<file path="src/rtl/tscan_pkg.sv">
package tscan_pkg;

    // Widths of the position and line counters.
    localparam int POS_BITS  = 16;
    localparam int LINE_BITS = 16;

    // Widths of the result fields on the ports.
    localparam int FIELD_BITS = 16;
    localparam int KIND_BITS  = 4;

    localparam logic [POS_BITS-1:0]  POS_MAX  = {POS_BITS{1'b1}};
    localparam logic [LINE_BITS-1:0] LINE_MAX = {LINE_BITS{1'b1}};

    // Depth of the result queue and the widths of its pointer and fill count.
    localparam int QDEPTH = 4;
    localparam int QPTR_BITS = $clog2(QDEPTH);
    localparam int QCNT_BITS = $clog2(QDEPTH + 1);

    typedef enum logic [KIND_BITS-1:0] {
        KIND_END     = 4'd0,
        KIND_INT     = 4'd1,
        KIND_SEMI    = 4'd2,
        KIND_COLONS  = 4'd3,
        KIND_LPAREN  = 4'd4,
        KIND_RPAREN  = 4'd5,
        KIND_LBRACE  = 4'd6,
        KIND_RBRACE  = 4'd7,
        KIND_SYM     = 4'd8
    } kind_t;

    // One-hot scanner modes.
    typedef enum logic [4:0] {
        MODE_IDLE  = 5'b00001,
        MODE_INT   = 5'b00010,
        MODE_SYM   = 5'b00100,
        MODE_COLON = 5'b01000,
        MODE_STOP  = 5'b10000
    } mode_t;

    // One token as it is queued for the output.
    typedef struct packed {
        kind_t                  kind;
        logic [FIELD_BITS-1:0]  start;
        logic [FIELD_BITS-1:0]  len;
        logic [FIELD_BITS-1:0]  line;
        logic                   stop;
        logic                   last;
    } result_t;

    // Clamps a counter value to the width of a result field.
    function automatic logic [FIELD_BITS-1:0] clamp_field(input logic [31:0] v);
        logic [FIELD_BITS-1:0] r;
        if (v > 32'(FIELD_BITS'('1)))
            r = '1;
        else
            r = v[FIELD_BITS-1:0];
        return r;
    endfunction

endpackage

</file>
<file path="src/rtl/token_scanner_top.sv">
// Token scanner.
//
// Source text enters on the s_axis channel, one character per item, with
// tlast marking the end of the text (a NUL character has the same effect).
// Tokens leave on the m_axis channel: start position, length and starting
// line in tdata, kind and the stopped flag in tuser, and tlast set on the
// last token caused by one character.
//
// Each accepted character is classified and the scanner mode, position and
// line counters are updated in the same cycle; the tokens it causes (none,
// one or two) are written to a four-entry result queue, from which m_axis
// presents them in order. A new character is accepted every cycle while
// the queue has room for two tokens, so the input sustains one item per
// cycle whenever each character yields at most one token and the output
// takes one token per cycle; a character that closes a run and also yields
// a token of its own produces two tokens, which the output takes in turn.
//
// Reset empties the queue and returns the scanner to its idle mode at
// position zero on line one. When the receiver stalls, the queue fills and
// s_axis_tready falls; no token is lost or repeated.
module token_scanner_top
    import tscan_pkg::*;
(
    input  logic        clk,
    input  logic        rst_n,

    input  logic        s_axis_tvalid,
    output logic        s_axis_tready,
    input  logic [7:0]  s_axis_tdata,   // [7:0] char_code
    input  logic        s_axis_tlast,   // end_of_text

    output logic        m_axis_tvalid,
    input  logic        m_axis_tready,
    output logic [47:0] m_axis_tdata,   // [15:0] start_pos, [31:16] token_length,
                                        // [47:32] line_number
    output logic [4:0]  m_axis_tuser,   // [3:0] token_kind, [4] stopped_early
    output logic        m_axis_tlast    // last_in_run
);

    // Scanner state.
    mode_t                 mode_reg, mode_next;
    logic [POS_BITS-1:0]   pos_reg, pos_next;
    logic [POS_BITS-1:0]   start_reg, start_next;
    logic [LINE_BITS-1:0]  line_reg, line_next;
    logic [LINE_BITS-1:0]  tline_reg, tline_next;

    // Result queue.
    result_t               queue_reg [QDEPTH];
    logic [QPTR_BITS-1:0]  wr_ptr_reg, rd_ptr_reg;
    logic [QCNT_BITS-1:0]  count_reg;

    logic                  in_fire, out_fire;
    logic [1:0]            n_res;
    result_t               res0, res1;

    logic [7:0]            ch;
    logic                  fin;
    logic [POS_BITS-1:0]   pos_inc;
    logic [LINE_BITS-1:0]  line_inc;

    // Handling of a character in idle mode, used both from idle and after a
    // run token has been closed by the same character.
    logic                  idle_emit;
    result_t               idle_res;
    mode_t                 idle_mode;
    logic [POS_BITS-1:0]   idle_pos, idle_start;
    logic [LINE_BITS-1:0]  idle_line, idle_tline;

    function automatic logic is_digit(input logic [7:0] c);
        return (c >= "0") && (c <= "9");
    endfunction

    function automatic logic is_space(input logic [7:0] c);
        return (c == " ") || ((c >= 8'd9) && (c <= 8'd13));
    endfunction

    function automatic logic is_sym(input logic [7:0] c);
        return is_digit(c) || ((c >= "a") && (c <= "z")) || ((c >= "A") && (c <= "Z"))
            || (c inside {"~", "!", "?", ".", "/", ",", "<", ">", "_", "+", "=", "-",
                          ":", "$", "%", "^", "&", "\\", "[", "]"});
    endfunction

    function automatic result_t make_res(input kind_t k, input logic [POS_BITS-1:0] s,
                                         input logic [POS_BITS-1:0] l,
                                         input logic [LINE_BITS-1:0] ln,
                                         input logic stp);
        result_t r;
        r.kind  = k;
        r.start = clamp_field(32'(s));
        r.len   = clamp_field(32'(l));
        r.line  = clamp_field(32'(ln));
        r.stop  = stp;
        r.last  = 1'b1;
        return r;
    endfunction

    assign ch      = s_axis_tdata;
    assign fin     = s_axis_tlast || (ch == 8'd0);
    assign pos_inc = (pos_reg < POS_MAX) ? pos_reg + 1'b1 : pos_reg;
    assign line_inc = (line_reg < LINE_MAX) ? line_reg + 1'b1 : line_reg;

    always_comb
    begin
        idle_emit  = 1'b0;
        idle_res   = make_res(KIND_END, pos_reg, '0, line_reg, 1'b0);
        idle_mode  = MODE_IDLE;
        idle_pos   = pos_inc;
        idle_start = start_reg;
        idle_line  = line_reg;
        idle_tline = tline_reg;
        if (is_space(ch))
        begin
            if (ch == 8'd10)
                idle_line = line_inc;
        end
        else if (is_digit(ch) || ch == ":")
        begin
            idle_mode  = is_digit(ch) ? MODE_INT : MODE_COLON;
            idle_start = pos_reg;
            idle_tline = line_reg;
        end
        else if (ch == ";" || ch == "(" || ch == ")" || ch == "{" || ch == "}")
        begin
            idle_emit = 1'b1;
            case (ch)
                ";":     idle_res = make_res(KIND_SEMI,   pos_reg, POS_BITS'(1), line_reg, 1'b0);
                "(":     idle_res = make_res(KIND_LPAREN, pos_reg, POS_BITS'(1), line_reg, 1'b0);
                ")":     idle_res = make_res(KIND_RPAREN, pos_reg, POS_BITS'(1), line_reg, 1'b0);
                "{":     idle_res = make_res(KIND_LBRACE, pos_reg, POS_BITS'(1), line_reg, 1'b0);
                default: idle_res = make_res(KIND_RBRACE, pos_reg, POS_BITS'(1), line_reg, 1'b0);
            endcase
        end
        else if (is_sym(ch))
        begin
            idle_mode  = MODE_SYM;
            idle_start = pos_reg;
            idle_tline = line_reg;
        end
        else
        begin
            // Unclassified character: stop the scan with an end token.
            idle_emit = 1'b1;
            idle_res  = make_res(KIND_END, pos_reg, '0, line_reg, 1'b1);
            idle_mode = MODE_STOP;
            idle_pos  = pos_reg;
        end
    end

    always_comb
    begin
        mode_next  = mode_reg;
        pos_next   = pos_reg;
        start_next = start_reg;
        line_next  = line_reg;
        tline_next = tline_reg;
        n_res      = 2'd0;
        res0       = idle_res;
        res1       = idle_res;
        if (fin)
        begin
            unique case (mode_reg)
                MODE_INT, MODE_SYM:
                begin
                    res0 = make_res((mode_reg == MODE_INT) ? KIND_INT : KIND_SYM, start_reg,
                                    pos_reg - start_reg, tline_reg, 1'b0);
                    res0.last = 1'b0;
                    res1  = make_res(KIND_END, pos_reg, '0, line_reg, 1'b0);
                    n_res = 2'd2;
                end
                MODE_COLON:
                begin
                    res0  = make_res(KIND_END, start_reg, '0, tline_reg, 1'b1);
                    n_res = 2'd1;
                end
                MODE_IDLE:
                begin
                    res0  = make_res(KIND_END, pos_reg, '0, line_reg, 1'b0);
                    n_res = 2'd1;
                end
                MODE_STOP: n_res = 2'd0;
                default:   n_res = 2'd0;
            endcase
            mode_next  = MODE_IDLE;
            pos_next   = '0;
            start_next = '0;
            line_next  = LINE_BITS'(1);
            tline_next = LINE_BITS'(1);
        end
        else
        begin
            unique case (mode_reg)
                MODE_IDLE:
                begin
                    res0       = idle_res;
                    n_res      = {1'b0, idle_emit};
                    mode_next  = idle_mode;
                    pos_next   = idle_pos;
                    start_next = idle_start;
                    line_next  = idle_line;
                    tline_next = idle_tline;
                end
                MODE_INT, MODE_SYM:
                begin
                    if ((mode_reg == MODE_INT) ? is_digit(ch) : is_sym(ch))
                        pos_next = pos_inc;
                    else
                    begin
                        // The run ends here and this character is scanned afresh.
                        res0 = make_res((mode_reg == MODE_INT) ? KIND_INT : KIND_SYM,
                                        start_reg, pos_reg - start_reg, tline_reg, 1'b0);
                        res0.last  = !idle_emit;
                        res1       = idle_res;
                        n_res      = idle_emit ? 2'd2 : 2'd1;
                        mode_next  = idle_mode;
                        pos_next   = idle_pos;
                        start_next = idle_start;
                        line_next  = idle_line;
                        tline_next = idle_tline;
                    end
                end
                MODE_COLON:
                begin
                    n_res = 2'd1;
                    if (ch == ":")
                    begin
                        res0      = make_res(KIND_COLONS, start_reg, pos_inc - start_reg,
                                             tline_reg, 1'b0);
                        pos_next  = pos_inc;
                        mode_next = MODE_IDLE;
                    end
                    else
                    begin
                        // A lone colon stops the scan.
                        res0      = make_res(KIND_END, start_reg, '0, tline_reg, 1'b1);
                        mode_next = MODE_STOP;
                    end
                end
                MODE_STOP: n_res = 2'd0;
                default:   n_res = 2'd0;
            endcase
        end
    end

    // The queue takes a character only while two entries are free.
    assign s_axis_tready = (count_reg <= QCNT_BITS'(QDEPTH - 2));
    assign in_fire       = s_axis_tvalid && s_axis_tready;
    assign m_axis_tvalid = (count_reg != '0);
    assign out_fire      = m_axis_tvalid && m_axis_tready;

    always_ff @(posedge clk or negedge rst_n)
    begin
        if (!rst_n)
        begin
            mode_reg   <= MODE_IDLE;
            pos_reg    <= '0;
            start_reg  <= '0;
            line_reg   <= LINE_BITS'(1);
            tline_reg  <= LINE_BITS'(1);
            wr_ptr_reg <= '0;
            rd_ptr_reg <= '0;
            count_reg  <= '0;
        end
        else
        begin
            if (in_fire)
            begin
                mode_reg   <= mode_next;
                pos_reg    <= pos_next;
                start_reg  <= start_next;
                line_reg   <= line_next;
                tline_reg  <= tline_next;
                wr_ptr_reg <= wr_ptr_reg + QPTR_BITS'(n_res);
            end
            if (out_fire)
                rd_ptr_reg <= rd_ptr_reg + 1'b1;
            count_reg <= count_reg + (in_fire ? QCNT_BITS'(n_res) : '0)
                                   - (out_fire ? QCNT_BITS'(1) : '0);
        end
    end

    always_ff @(posedge clk)
    begin
        if (in_fire && n_res != 2'd0)
            queue_reg[wr_ptr_reg] <= res0;
        if (in_fire && n_res == 2'd2)
            queue_reg[wr_ptr_reg + 1'b1] <= res1;
    end

    assign m_axis_tdata = {queue_reg[rd_ptr_reg].line, queue_reg[rd_ptr_reg].len,
                           queue_reg[rd_ptr_reg].start};
    assign m_axis_tuser = {queue_reg[rd_ptr_reg].stop, queue_reg[rd_ptr_reg].kind};
    assign m_axis_tlast = queue_reg[rd_ptr_reg].last;

endmodule
</file>
<file path="config.mk">
export PLATFORM = sky130hd
export DESIGN_NAME = token_scanner_top
export DESIGN_NICKNAME = d
export VERILOG_FILES = /design/src/rtl/tscan_pkg.sv /design/src/rtl/token_scanner_top.sv
export SDC_FILE = /design/constraint.sdc
export NUM_CORES = 1
export LEC_CHECK = 0
export BUFFER_PORTS_ARGS = -buffer_cell sky130_fd_sc_hd__buf_4
export CORE_MARGIN = 8
export CORE_UTILIZATION = 40
export DETAILED_ROUTE_END_ITERATION = 10
export PLACE_DENSITY = 0.55
export SLEW_MARGIN = 10
export SYNTH_ARGS = -nofsm -noshare
export SYNTH_HDL_FRONTEND = slang
export SYNTH_SLANG_ARGS = --single-unit
</file>
<file path="constraint.sdc">
create_clock -name clk -period 3.9 [get_ports clk]
set_input_delay 0.39 -clock clk [delete_from_list [all_inputs] [get_ports clk]]
set_output_delay 0.39 -clock clk [all_outputs]
set_load 0.02 [all_outputs]
</file>
==> flow_metrics.py, run 1 <==
metrics = {
    "finish": {
        "largest_register_ffs": 216,
        "diodes": 0,
        "syn2layout_area_growth_pct": 16.4,
        "layoutNonFillerInstCount": 1967,
        "final_layout_size_suffix_gt1_share_pct": 19.5,
        "final_nets": 1475,
        "fin_util_pct": 46.8,
    },
    "setup_path": {
        "crit_required_ns": 4.35,
        "r2r-end": "queue_reg[1][33]",
        "r2r_slack_ns": 0.23,
        "r2r_cells": 16,
        "critPathMaxFanout": 4,
        "crit-reg2reg-launch": "pos_reg[0]",
        "cp.arrival_ns": 4.12,
        "crit_path_end_kind": "flip-flop",
        "crit_type": "flip-flop to flip-flop",
        "cp-start-kind": "flip-flop",
    },
    "detailed_routing": {
        "highest_layer": "met4",
        "drtPass1Iterations": 5,
        "routedWlPerCell_um": 22.2,
        "wl_met3_um": 2320,
        "wl_met1_um": 20500,
        "drc_errors": 0,
        "wl_um": 43600,
        "drtIter0Drc": 725,
        "vias": 11570,
        "via_per_inst": 5.88,
        "ant_nets": 0,
        "met2_length_um": 20100,
    },
    "clock_network": {
        "root_buffer": "clkbuf_16",
        "htreeDepth": 2,
        "clk_pin_slew_ns": 0.06,
        "cts_tree": "done",
        "cts_num_sinks": 292,
        "clock_latency_ns": 0.52,
        "cts_made_buffers": 34,
        "clockBufferDepth": 3,
    },
    "yosys": {
        "ys_warn_count": 0,
        "syn_inst": 1369,
        "syn_area_per_cell_um2": 11.3,
        "synth-edff-count": 148,
        "synthFlopType": "edfxtp_1",
        "ys_ff_latch": 292,
        "syn_nets": 1421,
        "ys_types": 76,
        "async_flop_share_pct": 26.0,
        "synth-seq-area-share_pct": 49.8,
        "syn-cell-area_um2": 15500,
    },
    "power_and_ir_drop": {
        "leakage_nw": 6.88,
        "p_sw_mw": 3.09,
        "combPwrFrac_pct": 28.0,
        "irDropWorstVdd_uv": 458,
        "intPower_mw": 6.47,
        "power_frac_seq_pct": 39.2,
        "swShare_pct": 32.3,
        "clkPwrFrac_pct": 32.8,
        "p_per_area_nw_per_um2": 531,
    },
    "placement": {
        "hpwlAfterDp_um": 28200,
        "placed_cells": 1902,
        "gp_congestion": 0.890,
        "place_ws_ns": -0.137,
        "io_buffers": 68,
    },
    "floorplanning": {
        "io_pins": 69,
        "die_height_um": 213,
        "row_count": 72,
        "initial_core_util_pct": 40.2,
        "die-width_um": 213,
        "coreArea_um2": 38500,
        "dieArea_um2": 45200,
    },
    "sta": {
        "skew_ns": 0.0170,
        "period_needed_ns": 3.67,
        "drv_slew": 0,
        "finalHoldViolCount": 0,
        "finalSetupViolations": 0,
        "rsz0062_at_grt": "yes",
        "period_share_pct": 94.0,
        "max_freq_mhz": 273,
        "max_slew.worst_pin.slew_ns": 1.00,
        "slew_headroom_pct": 33.2,
        "setup_ws_ns": 0.233,
        "tns_ns": 0,
    },
    "worst_hold_path": {
        "hold_path_class": "input port to flip-flop",
        "holdPathEnd": "rd_ptr_reg[0]",
        "whs_path_depth": 3,
        "hp-start": "m_axis_tready",
    },
    "global_route": {
        "first_global_vias": 11586,
        "grt_pass1_wl_um": 68100,
        "grtUsageTotal_pct": 19.2,
        "gr-total-overflow": 0,
        "antenna_found_initial": 0,
        "grt_max_degree": 50,
    },
    "run_status": {
        "status": "finished, final reports clean",
    },
    "job": {
        "maxCapViolations": 0,
    },
}
how the worst max path moves through the flow:
stage / startpoint / end / slack, ns
after floorplan: pos_reg[4] / queue_reg[2][32] / 0.02
after global placement: pos_reg[0] / queue_reg[3][32] / 0.08
after detailed placement: pos_reg[0] / queue_reg[2][32] / -0.14
after CTS: pos_reg[0] / queue_reg[0][33] / 0.03
after global routing: pos_reg[0] / queue_reg[0][33] / -0.04
final: pos_reg[0] / queue_reg[1][33] / 0.23
metrics by stage:
stage          total power, mW  hold slack [ns]  area, um^2
6_report                  9.56            0.274       18000
5_1_grt                   10.0            0.299       18000
4_1_cts                   9.67            0.272       18000
3_5_place_dp              6.51            0.448       16800
3_3_place_gp              6.49            0.442       16800
2_1_floorplan             5.46           0.0944       15500
power by group through the flow:
stage | Sequential (mW) | Clock, mW | Combinational [mW]
after CTS | 3.76 | 3.21 | 2.70
after floorplan | 3.54 | 0 | 1.92
final | 3.75 | 3.14 | 2.68
after detailed placement | 3.82 | 0 | 2.69
after global placement | 3.82 | 0 | 2.67
after global routing | 3.80 | 3.33 | 2.89
final cells by class:
cell class                 instances  area (um^2)
multi-input combinational        924         7350
timing repair buffer             134         1060
clock inverter                    20          169
clock buffer                      42          943
fill                            3536        20400
tap                              518          648
sequential                       292         7720
inverter                          37          139
Yosys cell counts, types with 9 or more instances:
master / instances / share of area [%]
a21o_1: 14 / 0.68
a21oi_1: 50 / 1.6
a22o_1: 166 / 9.4
a22oi_1: 10 / 0.49
a31oi_1: 18 / 0.73
and3_1: 17 / 0.69
buf_1: 13 / 0.32
buf_2: 17 / 0.55
clkbuf_1: 86 / 2.1
dfrtp_1: 73 / 12
dfxtp_1: 68 / 8.8
edfxtp_1: 148 / 29
ha_1: 36 / 2.9
inv_1: 36 / 0.87
mux4_2: 54 / 7.9
nand2_1: 72 / 1.7
nand2b_1: 10 / 0.40
nand3_1: 88 / 2.8
nand4_1: 11 / 0.44
nor2_1: 51 / 1.2
nor3_1: 21 / 0.68
o21a_1: 14 / 0.68
o21ai_0: 85 / 2.7
o22ai_1: 18 / 0.73
o31ai_1: 9 / 0.44
or3_1: 13 / 0.53
xnor2_1: 30 / 1.7
xor2_1: 20 / 1.1
cell families (layout without fill, tap and decap cells):
family	count (synthesis)	in the layout	synth area share (%)
compound gates	448	448	21.2
fa+ha+maj	39	39	3.30
buf+inv	153	233	3.85
mux	61	61	8.34
simple gates	326	326	10.7
flops	292	292	49.8
xor+xnor	50	50	2.83
worst max-delay path: stages (launching register included):
cell and delay [ns]:
dfrtp_1 0.36, ha_2 0.20, nand3_2 0.13, nor3_4 0.16, buf_4 0.16, a31oi_1 0.09
buf_4 0.17, xor2_1 0.15, ha_1 0.33, a21o_1 0.19, or3_1 0.35, o211ai_1 0.26
a21oi_1 0.11, o31ai_2 0.22, a21oi_1 0.12, nor3_1 0.37, a221o_1 0.23
routing by layer:
layer  GRT usage (%)  vias up
li1                -     5451
met1            27.4     5756
met2            30.5      305
met3            3.02       58
met4            3.97        0
met5               0        -
cell usage in the layout (no fill, tap or decap), types with 7 or more instances in the layout:
cell,instances
inv_1,36
or3_1,13
o31ai_4,7
a22o_1,166
o22ai_1,18
nand3_1,86
o21ai_0,84
clkinv_2,7
xor2_1,20
and3_1,17
a22oi_1,9
nand4_1,11
clkbuf_16,36
a21o_1,14
nor3_2,7
buf_4,129
ha_1,35
nor2b_1,8
nor2_1,50
mux4_2,54
nand2_1,68
nor3_1,15
dfxtp_1,68
xnor2_1,30
a31oi_1,17
dfrtp_1,71
edfxtp_1,148
clkinv_1,7
nand2b_1,10
o21a_1,14
a21oi_1,50
repair_timing:
item	4_1_cts	5_1_grt
resized for setup	2	11
hold buffers	1	0
endpoints found under the setup margin	10	28
endpoints found under the hold margin	45	0
buffers inserted	0	2
pin swaps	0	4
Power figures use the tool's default switching activity.
==> run 2, diff against run 1 <==
--- a/config.mk
+++ b/config.mk
@@ -7,9 +7,9 @@
 export LEC_CHECK = 0
 export BUFFER_PORTS_ARGS = -buffer_cell sky130_fd_sc_hd__buf_4
 export CORE_MARGIN = 8
-export CORE_UTILIZATION = 40
+export CORE_UTILIZATION = 50
 export DETAILED_ROUTE_END_ITERATION = 10
-export PLACE_DENSITY = 0.55
+export PLACE_DENSITY = 0.66
 export SLEW_MARGIN = 10
 export SYNTH_ARGS = -nofsm -noshare
 export SYNTH_HDL_FRONTEND = slang
==> flow_metrics.py, run 2 (synthesis results as in run 1) <==
metrics = {
    "global_route": {
        "grtUsageTotal_pct": 22.6,
        "first_global_vias": 11538,
        "gr-total-overflow": 0,
        "antenna_found_initial": 0,
        "globalRouteMet2Util_pct": 38.6,
        "grt_use_met1_pct": 29.9,
        "top_usage_layer": "met2",
        "grt_max_degree": 50,
        "grt_pass1_wl_um": 65800,
        "met3_usage_pct": 3.01,
    },
    "power_and_ir_drop": {
        "p_per_area_nw_per_um2": 512,
        "swShare_pct": 32.6,
        "intPower_mw": 6.19,
        "clkPwrFrac_pct": 30.0,
        "leakage_nw": 6.89,
        "combPwrFrac_pct": 29.6,
        "power_frac_seq_pct": 40.4,
        "p_sw_mw": 2.99,
        "irDropWorstVdd_uv": 337,
    },
    "finish": {
        "mostFrequentLayoutCell": "a22o_1",
        "design_area_um2": 17900,
        "fin_util_pct": 58.8,
        "final_cell_mix": "a22o_1, edfxtp_1, buf_4",
        "largest_register_ffs": 216,
        "final_nets": 1486,
        "diodes": 0,
        "final_layout_size_suffix_gt1_share_pct": 19.8,
        "syn2layout_area_growth_pct": 16.0,
    },
    "setup_path": {
        "crit_type": "flip-flop to flip-flop",
        "crit_path_end_kind": "flip-flop",
        "r2r-end": "queue_reg[0][33]",
        "crit_required_ns": 4.39,
        "crit-reg2reg-launch": "pos_reg[1]",
        "r2r_slack_ns": 0.25,
        "cp.arrival_ns": 4.14,
        "r2r_cells": 16,
        "cp-start-kind": "flip-flop",
        "critPathMaxFanout": 4,
    },
    "job": {
        "maxCapViolations": 0,
    },
    "sta": {
        "finalSetupViolations": 0,
        "finalHoldViolCount": 0,
        "max_slew.worst_pin.slew_ns": 0.945,
        "period_share_pct": 93.6,
        "period_needed_ns": 3.65,
        "slew_headroom_pct": 37.0,
        "skew_ns": 0.0146,
        "max_freq_mhz": 274,
        "drv_slew": 0,
    },
    "placement": {
        "gp_congestion": 0.932,
        "place_area_um2": 16900,
        "io_buffers": 68,
        "hpwlAfterDp_um": 28200,
    },
    "clock_network": {
        "htreeDepth": 1,
        "root_buffer": "clkbuf_16",
        "cts_made_buffers": 30,
        "clockBufferDepth": 3,
        "clock_latency_ns": 0.58,
        "cts_num_sinks": 292,
        "cts_tree": "done",
        "clk_pin_slew_ns": 0.06,
    },
    "detailed_routing": {
        "drtIter0Drc": 956,
        "drc_errors": 0,
        "vias": 11862,
        "via_per_inst": 6.40,
        "ant_nets": 0,
        "wl_um": 42300,
        "drtPass1Iterations": 8,
        "routedWlPerCell_um": 22.8,
    },
    "worst_hold_path": {
        "hold_path_class": "input port to flip-flop",
        "hp-start": "m_axis_tready",
        "holdPathEnd": "rd_ptr_reg[0]",
        "whs_path_depth": 3,
    },
    "run_status": {
        "status": "finished, final reports clean",
    },
    "floorplanning": {
        "initial_core_util_pct": 50.7,
        "dieArea_um2": 36800,
        "row_count": 64,
        "die_height_um": 192,
        "coreArea_um2": 30500,
        "io_pins": 69,
        "die-width_um": 192,
    },
}
-- run 2: cell types whose count changed in the layout (fill, tap and decap cells not counted), sizes merged --
cell    before  now
clkbuf      42   48
buf        133  148
bufinv       2    0
inv         39   38
clkinv      16    6
-- run 2: per-layer routing --
| layer | up-vias | routed length (um) |
|---|---|---|
| li1 | 5475 | - |
| met1 | 5890 | 17900 |
| met2 | 420 | 20500 |
| met3 | 77 | 2860 |
| met4 | 0 | 1040 |
| met5 | - | 0 |
-- run 2: metrics by stage --
stage	setup slack, ns	hold slack [ns]	setup TNS [ns]	total power [mW]	instances
3_5_place_dp	0.101	0.452	0	6.50	1796
3_3_place_gp	0.143	0.443	0	6.48	1796
2_1_floorplan	0.0177	0.0944	0	5.46	1369
4_1_cts	0.0512	0.186	0	9.25	1852
6_report	0.250	0.200	0	9.18	1853
5_1_grt	-0.00416	0.236	-0.00416	9.57	1853
-- run 2: worst max-delay path by stage --
stage	start	end	slack (ns)
global placement	pos_reg[0]	queue_reg[2][32]	0.14
CTS	pos_reg[1]	queue_reg[0][33]	0.05
detailed placement	pos_reg[1]	queue_reg[0][33]	0.10
floorplan	pos_reg[4]	queue_reg[2][32]	0.02
finish	pos_reg[1]	queue_reg[0][33]	0.25
global route	pos_reg[0]	queue_reg[0][33]	-0.004
-- run 2: final cells by class --
type,count,area [um^2]
Clock buffer,48,888
Clock inverter,7,70.1
Fill cell,2500,12600
Inverter,37,139
Multi-Input combinational cell,924,7340
Sequential cell,292,7720
Tap cell,396,495
Timing Repair Buffer,149,1300
-- run 2: power groups by stage --
stage | logic (mW) | clock network, mW | registers [mW]
3_5_place_dp | 2.71 | 0 | 3.79
4_1_cts | 2.72 | 2.80 | 3.73
6_report | 2.72 | 2.76 | 3.71
5_1_grt | 2.91 | 2.90 | 3.76
2_1_floorplan | 1.92 | 0 | 3.54
3_3_place_gp | 2.70 | 0 | 3.78
-- run 2: repair_timing --
action | 4_1_cts | 5_1_grt
buffers inserted | 0 | 1
endpoints found under the hold margin | 47 | 0
endpoints found under the setup margin | 0 | 12
hold buffers | 1 | 0
gates resized for setup | 0 | 10
-- run 2: critical path: stages (launching register included) --
cell	delay (ns)
dfrtp_1	0.35
ha_1	0.18
nand3_1	0.13
nor3_2	0.18
buf_4	0.17
a31oi_1	0.08
buf_4	0.17
xor2_1	0.15
ha_1	0.33
a21o_1	0.17
or3_1	0.33
o211ai_1	0.24
a21oi_1	0.13
o31ai_2	0.28
a21oi_2	0.11
or4_1	0.48
o211ai_1	0.10
==> run 3, diff against run 2 <==
--- a/config.mk
+++ b/config.mk
@@ -6,10 +6,12 @@
 export NUM_CORES = 1
 export LEC_CHECK = 0
 export BUFFER_PORTS_ARGS = -buffer_cell sky130_fd_sc_hd__buf_4
+export CAP_MARGIN = 0
 export CORE_MARGIN = 8
 export CORE_UTILIZATION = 50
 export DETAILED_ROUTE_END_ITERATION = 10
-export PLACE_DENSITY = 0.66
+export GPL_TIMING_DRIVEN = 0
+export PLACE_DENSITY = 0.69
 export SLEW_MARGIN = 10
 export SYNTH_ARGS = -nofsm -noshare
 export SYNTH_HDL_FRONTEND = slang
==> flow_metrics.py, run 3 (synthesis results as in run 1) <==
metrics = {
    "run_status": {
        "status": "complete, but fails checks",
        "violations": "hold timing",
    },
    "job": {
        "maxCapViolations": 0,
    },
    "finish": {
        "diodes": 0,
        "final_cell_mix": "a22o_1, edfxtp_1, nand3_1",
        "fin_util_pct": 58.9,
        "final_nets": 1530,
        "syn2layout_area_growth_pct": 16.1,
        "fillerInstances": 2465,
        "final_layout_size_suffix_gt1_share_pct": 18.0,
        "design_area_um2": 18000,
        "mostFrequentLayoutCell": "a22o_1",
        "largest_register_ffs": 216,
    },
    "sta": {
        "drv_slew": 0,
        "finalSetupViolations": 0,
        "period_needed_ns": 3.75,
        "skew_ns": 0.0227,
        "rsz0062_at_grt": "no",
        "finalHoldViolCount": 12,
        "tns_ns": 0,
        "period_share_pct": 96.1,
        "max_slew.worst_pin.slew_ns": 1.05,
        "slew_headroom_pct": 30.1,
        "timing.hold.ws_ns": -0.0379,
        "max_freq_mhz": 267,
    },
    "setup_path": {
        "crit_required_ns": 4.34,
        "crit_path_end_kind": "flip-flop",
        "path_delay_family": "simple AND/OR/NAND/NOR gates",
        "crit_buf_inv": 2,
        "critPathMaxStageDelay_ns": 0.55,
        "critPathMaxFanout": 10,
        "cp.arrival_ns": 4.19,
        "crit_slowest_cell": "nor3_2",
        "crit_chain": "or3_1 > or2_0 > clkbuf_1 > nor3_2 > a221o_1 > nor3_4 > nor3_2 > clkbuf_1 > a22o_1",
        "crit_type": "flip-flop to flip-flop",
        "cp-start-kind": "flip-flop",
    },
    "worst_hold_path": {
        "hold_path_class": "input port to async pin",
    },
    "detailed_routing": {
        "wl_um": 43800,
        "drtPass1Iterations": 6,
        "drtIter0Drc": 1274,
        "ant_nets": 0,
        "via_per_inst": 6.45,
        "routedWlPerCell_um": 23.1,
        "drc_errors": 0,
        "vias": 12241,
    },
    "clock_network": {
        "cts_tree": "done",
        "clock_latency_ns": 0.58,
        "cts_made_buffers": 31,
        "cts_num_sinks": 292,
        "clockBufferDepth": 3,
        "clk_pin_slew_ns": 0.06,
        "htreeDepth": 1,
        "root_buffer": "clkbuf_16",
    },
    "global_route": {
        "first_global_vias": 12047,
        "gr-total-overflow": 0,
        "grtUsageTotal_pct": 23.5,
        "grt_max_degree": 77,
        "grt_pass1_wl_um": 67900,
        "antenna_found_initial": 0,
    },
    "floorplanning": {
        "row_count": 64,
        "die_height_um": 192,
        "io_pins": 69,
        "coreArea_um2": 30500,
        "initial_core_util_pct": 50.7,
        "dieArea_um2": 36800,
        "die-width_um": 192,
    },
    "power_and_ir_drop": {
        "combPwrFrac_pct": 30.3,
        "power_frac_seq_pct": 37.0,
        "swShare_pct": 32.3,
        "total_power_mw": 9.58,
        "clkPwrFrac_pct": 32.7,
        "leakage_nw": 6.85,
        "p_per_area_nw_per_um2": 533,
        "p_sw_mw": 3.09,
        "intPower_mw": 6.49,
        "irDropWorstVdd_uv": 367,
    },
    "placement": {
        "hpwlAfterDp_um": 31300,
        "gp_congestion": 0.930,
        "place_area_um2": 16600,
        "io_buffers": 68,
    },
}
## run 3: changes by cell type in the layout (fill, tap and decap cells not counted), sizes merged
cell,delta
dlygate4sd3,-1
bufinv,+4
clkbuf,+77
clkdlybuf4s15,+1
clkinv,+1
buf,-36
## run 3: area by class of cell
type	instances	area (um^2)	area share (%)
Clock inverter	12	179	0.995
Buffer	108	449	2.50
Sequential cell	292	7720	42.9
Inverter	37	139	0.773
Tap cell	396	495	2.76
Clock buffer	46	915	5.09
Multi-Input combinational cell	924	7370	41.0
Timing Repair Buffer	84	708	3.94
## run 3: path summary, 6_finish.rpt
path                             startpoint  slack [ns]  depth (start not counted)                to
min reg2reg                queue_reg[1][32]        0.46                          2  queue_reg[1][32]
max                             mode_reg[3]        0.15                          9  queue_reg[1][15]
max reg2reg                     mode_reg[3]        0.15                          9  queue_reg[1][15]
min in group clk              m_axis_tready        0.22                          3     rd_ptr_reg[0]
max in group asynchronous             rst_n        3.14                          1       pos_reg[11]
min                                   rst_n       -0.04                          1      count_reg[0]
## run 3: power by group through the flow
| stage | sequential [mW] | combinational, mW | clock (mW) |
|---|---|---|---|
| 2_1_floorplan | 3.54 | 1.92 | 0 |
| 3_3_place_gp | 3.56 | 2.84 | 0 |
| 3_5_place_dp | 3.57 | 2.90 | 0 |
| 4_1_cts | 3.54 | 2.89 | 3.17 |
| 5_1_grt | 3.57 | 3.11 | 3.27 |
| 6_report | 3.55 | 2.90 | 3.14 |
## run 3: layer usage
| metal | track usage (%) | up-vias | wire length, um |
|---|---|---|---|
| li1 | - | 5556 | - |
| met1 | 31.9 | 6081 | 18600 |
| met2 | 38.2 | 504 | 20600 |
| met3 | 3.40 | 100 | 3230 |
| met4 | 7.73 | 0 | 1330 |
| met5 | 0 | - | 0 |
## run 3: metrics by stage
stage	setup WS [ns]	std cells
final	0.151	1899
after global routing	0.00417	1899
after floorplan	0.0177	1369
after global placement	-1.47	1833
after detailed placement	-1.10	1837
after CTS	-0.0801	1891
## run 3: worst reg2reg max path: stages, from the launching register on
cell and delay (ns):
dfrtp_1 0.43, or3_1 0.44, or2_0 0.22, clkbuf_1 0.19, nor3_2 0.45, a221o_1 0.41, nor3_4 0.14, nor3_2 0.55
clkbuf_1 0.54, a22o_1 0.24
## run 3: repair_timing
| item | CTS | global route |
|---|---|---|
| resized for setup | 21 | 45 |
| hold buffers | 0 | 0 |
| endpoints found under the setup margin | 218 | 262 |
| pin swaps | 1 | 7 |
| setup buffers | 3 | 9 |
